**config.mk**
```make
export PLATFORM = sky130hd
export DESIGN_NAME = fcct_ram
export DESIGN_NICKNAME = d
export VERILOG_FILES = /design/src/rtl/core/fcct_ram.sv
export SDC_FILE = /design/constraint.sdc
export NUM_CORES = 2
export LEC_CHECK = 0
export BUFFER_PORTS_ARGS = -buffer_cell sky130_fd_sc_hd__buf_2
export CORE_UTILIZATION = 66
export CTS_BUF_LIST = sky130_fd_sc_hd__clkbuf_4 sky130_fd_sc_hd__clkbuf_8
export DETAILED_ROUTE_END_ITERATION = 16
export PLACE_DENSITY_LB_ADDON = 0.05
export SLEW_MARGIN = 20
export SYNTH_ARGS = -nofsm -noshare
export SYNTH_HDL_FRONTEND = slang
export SYNTH_SLANG_ARGS = --single-unit
```
**constraint.sdc**
```tcl
create_clock -name clk -period 3.7 [get_ports clk]
set_clock_uncertainty 0.1 [all_clocks]
set_input_delay 0.185 -clock clk [delete_from_list [all_inputs] [get_ports clk]]
set_output_delay 0.185 -clock clk [all_outputs]
set_load 0.02 [all_outputs]
```
**src/rtl/core/fcct_ram.sv**
```systemverilog
// ----------------------------------------------------------------------------
// fcct_ram
// Generic simple dual-port RAM: one write port, one read port and
// registered read data.
// ----------------------------------------------------------------------------
module fcct_ram #(
    parameter int unsigned WIDTH = 28,
    parameter int unsigned DEPTH = 130
) (
    input  logic                     clk,
    input  logic                     we,
    input  logic [$clog2(DEPTH)-1:0] waddr,
    input  logic [WIDTH-1:0]         wdata,
    input  logic [$clog2(DEPTH)-1:0] raddr,
    output logic [WIDTH-1:0]         rdata
);

    logic [WIDTH-1:0] mem [DEPTH];

    always_ff @(posedge clk)
    begin
        if (we)
        begin
            mem[waddr] <= wdata;
        end
        rdata <= mem[raddr];
    end

endmodule

```
**After elaboration in Yosys (flattened, before gate mapping)**

Memory sizes are Yosys's and may differ from the RTL's. A register that Yosys moved wholly into a read port is not among the register bits.
Index checks and enable logic that the tools add are counted.

- Register bits after elaboration: 0
- Bits in latches: 0
- RAM bits: 3,640
- Memory bits (read-only): 0
- Output and inout port bits: 28
- Logic and storage cells: 3
- Memories: 1

- Add/subtract/negate cells: 0
- Multipliers: 0
- Div/mod/pow operators: 0
- $lt $le $gt $ge: 0
- Equality and inequality tests: 0
- Shift operators: 0
- Multiplexer cells: 2
- Bitwise operators: 0
- Reduce and logical (&&, ||, !) cells: 0

Memories:

| memory | words | width | read ports | clocked after memory_dff | wr ports | line | source |
|---|---|---|---|---|---|---|---|
| mem | 130 | 28 | 1 | 1 | 1 | 18 | `logic [WIDTH-1:0] mem [DEPTH];` |

Operators by type and width:

| kind | number |
|---|---|
| $mux 1 | 2 |

**Longest topological paths before layout**

- Depth in word-level cells: 2
- Gate-level depth with buffers: 12
- Mapped depth without buffers: 6

**Worst setup path after synthesis**

OpenSTA, ideal clock, no wires.

- Kind: input -> register
- Start: in waddr[2]
- End: mem mem[36][0] (enable)
- Library setup time: 0.448 ns
- Arrival time: 2.790 ns
- Required time: 3.152 ns
- Slack: 0.362 ns
- Stages: 4
- Path buffers: 1
- Cell sequence: clkbuf_1 nor2b_1 nand4_1 nor3_1

RTL lines:

| what | line | source |
|---|---|---|
| start: declaration | 12 | `input logic [$clog2(DEPTH)-1:0] waddr,` |
| end: declaration | 18 |  |

Straight into the memory's write port.

==> results.sh <==
export IMPL_status="completed"
export IMPL_yosys_area_top_type="edfxtp_1"
export IMPL_crit_family="buffers and inverters"
export IMPL_finalWirelength_mm=372
export IMPL_fmax_mhz=281
export IMPL_synth_seq_area_share=0.783
export IMPL_core_rowCount=168
export IMPL_ys_async_sr_fraction=0
export IMPL_crit_chain="dlygate4sd3_1 > buf_12 > buf_12 > mux4_2 > mux2_2 > a221oi_1 > buf_4 > a2111oi_0 > buf_4 > a22oi_1 > buf_4 > o21ai_1"
export IMPL_ant_nets=0
export IMPL_cts_root_buf="clkbuf_8"
export IMPL_grt_pass1_vias=72500
export IMPL_cts_max_level=6
export IMPL_drt_iter0_drc=9902
export IMPL_post_drt_wl_per_cell_um=35.5
export IMPL_path_clk_slew_ns=0.06
export IMPL_ys_warnings_count=0
export IMPL_cts_tree="yes"
export IMPL_leakage_nw=51.2
export IMPL_period_needed_ns=3.56
export IMPL_post_cts_resized=0
export IMPL_pin_count=74
export IMPL_rsz0062_at_grt="no"
export IMPL_r2r_end="rdata[16]"
export IMPL_switching_share=0.217
export IMPL_crit_buf_inv=6
export IMPL_post_route_util=0.759
export IMPL_die_area_um2=214000
export IMPL_synthTopCellsByArea="edfxtp_1 (78%), mux4_2 (12%), mux2i_1 (2.4%)"
export IMPL_hold_viol=0
export IMPL_syn_nets=6437
export IMPL_power_frac_comb=0.055
export IMPL_worst_slew_pin_slew_ns=1.27
export IMPL_die_w_um=463
export IMPL_critPathMaxStageDelay_ns=0.96
export IMPL_r2r_setup_slack_ns=0.29
export IMPL_ys_types=47
export IMPL_grtUsageTotal=0.350
export IMPL_synth_top_cell_area_share=0.779
export IMPL_nNetsFinal=7285
export IMPL_pwr_share_clk=0.395
export IMPL_worst_r2r_cell_count=9
export IMPL_synth_flop_cell="edfxtp_1"
export IMPL_timing_rr_start="mem[127][16]"
export IMPL_insertion_delay_ns=1.09
export IMPL_vias_per_cell=6.95
export IMPL_crit_type="in2reg"
export IMPL_cts_buffers=587
export IMPL_cap_violations=0
export IMPL_avgSynthCellArea_um2=22.0
export IMPL_synth_cells=6391
export IMPL_dr_pass1_iters=6
export IMPL_startpoint_type="input port"
export IMPL_coreArea_um2=210000
export IMPL_min_to="mem[18][9]"
export IMPL_power_density_nw_per_um2=523
export IMPL_port_buffers=73
export IMPL_clockBufferDepth=4
export IMPL_hold_depth=2
export IMPL_hold_class="in2reg"
export IMPL_cts_setup_buffers=0
export IMPL_antenna_found_initial=33
export IMPL_die_h_um=463
export IMPL_initial_utilization=0.667
export IMPL_worstPathRequired_ns=4.52
export IMPL_slew_headroom=0.145
export IMPL_slowest_stage="a22oi_1"
export IMPL_grt_ovfl_total=0
export IMPL_vias=72800
export IMPL_peakVddDrop_v=0.000454
export IMPL_finalMaxSlewViolations=0
export IMPL_end_kind="flop"
export IMPL_layout_drive_gt1_share=0.324
export IMPL_dp_final_hpwl_mm=216
export IMPL_power_switching_w=0.0181
export IMPL_cts_sinks=3668
export IMPL_cp_arrival_ns=4.38
export IMPL_path_common_cell="buf_4"
export IMPL_holdCritStartpoint="wdata[9]"
export IMPL_grt_start_max_net_pins=106
export IMPL_worstPathMaxFanout=35
export IMPL_finalSetupTns_ns=0
export IMPL_fin_crit_sh=0.963
export IMPL_cp_depth=12
export IMPL_place_gp_congestion=0.925
export IMPL_synth_area_um2=140000
export IMPL_synth_edf_count=3640
export IMPL_drc=0
export IMPL_n_fill_cell=11400
export IMPL_area_growth_pct=13.7
export IMPL_p_int_w=0.0653
export IMPL_p_seq_frac=0.550
export IMPL_setup_violations=0
export IMPL_grt_pass1_wl_mm=525
export IMPL_ys_seq_elements=3668
## cell usage in the layout, fill, tap and decap left out, types with 42 or more instances in the layout
master            n
dlygate4sd3_1    45
nand2_1         173
clkbuf_4        217
mux2_2           76
clkbuf_8        619
nand3_1          46
a211oi_1         57
buf_2            42
clkinv_1        101
mux4_2          772
o22ai_1          75
buf_4           466
nor2_4          119
edfxtp_1       3640
o221ai_1         53
a21oi_1          55
a22oi_1          44
buf_12           74
o21ai_0          90
mux2i_1         338
nor2b_1          54
## worst reg2reg max path, delay by kind of cell (launching register included)
kind / cells / cell delay, ns
DFF: 1 / 0.37
AOI/OAI and AO/OA: 4 / 1.38
buffers and inverters: 3 / 0.67
muxes: 2 / 0.77
## per-layer routing
metal,global-route usage,share of wire
met1,0.504,0.36
met2,0.531,0.47
met3,0.0788,0.12
met4,0.144,0.043
met5,0,0.000054
## layout make-up
type                    instances  area (um2)  share of cell area
diodes                         32        80.1            0.000502
clock buffers                 836       10100              0.0636
clock inverters               155         808             0.00506
inverters                       2        12.5           0.0000784
multi-input cells            2347       29400               0.184
flip-flops and latches       3668      110000               0.688
well taps                    2805        3510              0.0220
repair buffers                633        5740              0.0359
## cell families after synthesis
group           count (synthesis)  synth area share
buf+inv                       376            0.0146
simple gates                  551            0.0178
compound gates                610            0.0307
flops                        3668             0.783
mux                          1186             0.154
## how the worst max path moves through the flow
stage	start	to	slack [ns]
4_1_cts	waddr[4]	mem[31][10]	0.11
5_1_grt	raddr[0]	rdata[16]	0.24
6_report	raddr[0]	rdata[16]	0.14
3_3_place_gp	raddr[0]	rdata[16]	-0.15
2_1_floorplan	waddr[2]	mem[36][0]	0.36
3_5_place_dp	raddr[0]	rdata[16]	-0.20
## stage by stage
stage                     total power (W)  setup slack (ns)  cell area [um2]  cells  hold slack, ns
after CTS                          0.0837             0.113           159000  10400          0.0310
after global routing               0.0857             0.240           160000  10500          0.0392
after floorplan                    0.0489             0.362           140000   6391           0.184
after detailed placement           0.0512            -0.203           148000   9408           0.485
after global placement             0.0512            -0.146           148000   9408           0.479
final                              0.0834             0.138           160000  10500          0.0636
## cell usage after synthesis, types with 59 or more instances
cell,n
nor2b_1,59
mux2i_1,338
buf_4,68
nand2_1,175
o21ai_0,90
mux4_2,772
mux2_2,76
edfxtp_1,3640
buf_2,73
nor2_1,166
o22ai_1,77
clkbuf_1,176
## registers in the layout, summed over array words and instances, names as in the netlist
| register | flops |
|---|---|
| mem | 3640 |
| rdata | 28 |
## power groups by stage
stage / logic [W] / clock network, W / registers [W]
4_1_cts: 0.00454 / 0.0333 / 0.0459
2_1_floorplan: 0.00214 / 0 / 0.0467
6_report: 0.00458 / 0.0330 / 0.0459
3_3_place_gp: 0.00441 / 0 / 0.0468
3_5_place_dp: 0.00448 / 0 / 0.0468
5_1_grt: 0.00475 / 0.0350 / 0.0459
## what timing repair did
| action | CTS | global route |
|---|---|---|
| endpoints found under the setup margin | 0 | 14 |
| hold endpoints to repair | 4141 | 0 |
| hold buffers | 47 | 0 |
(Power assumes the default switching activity.)
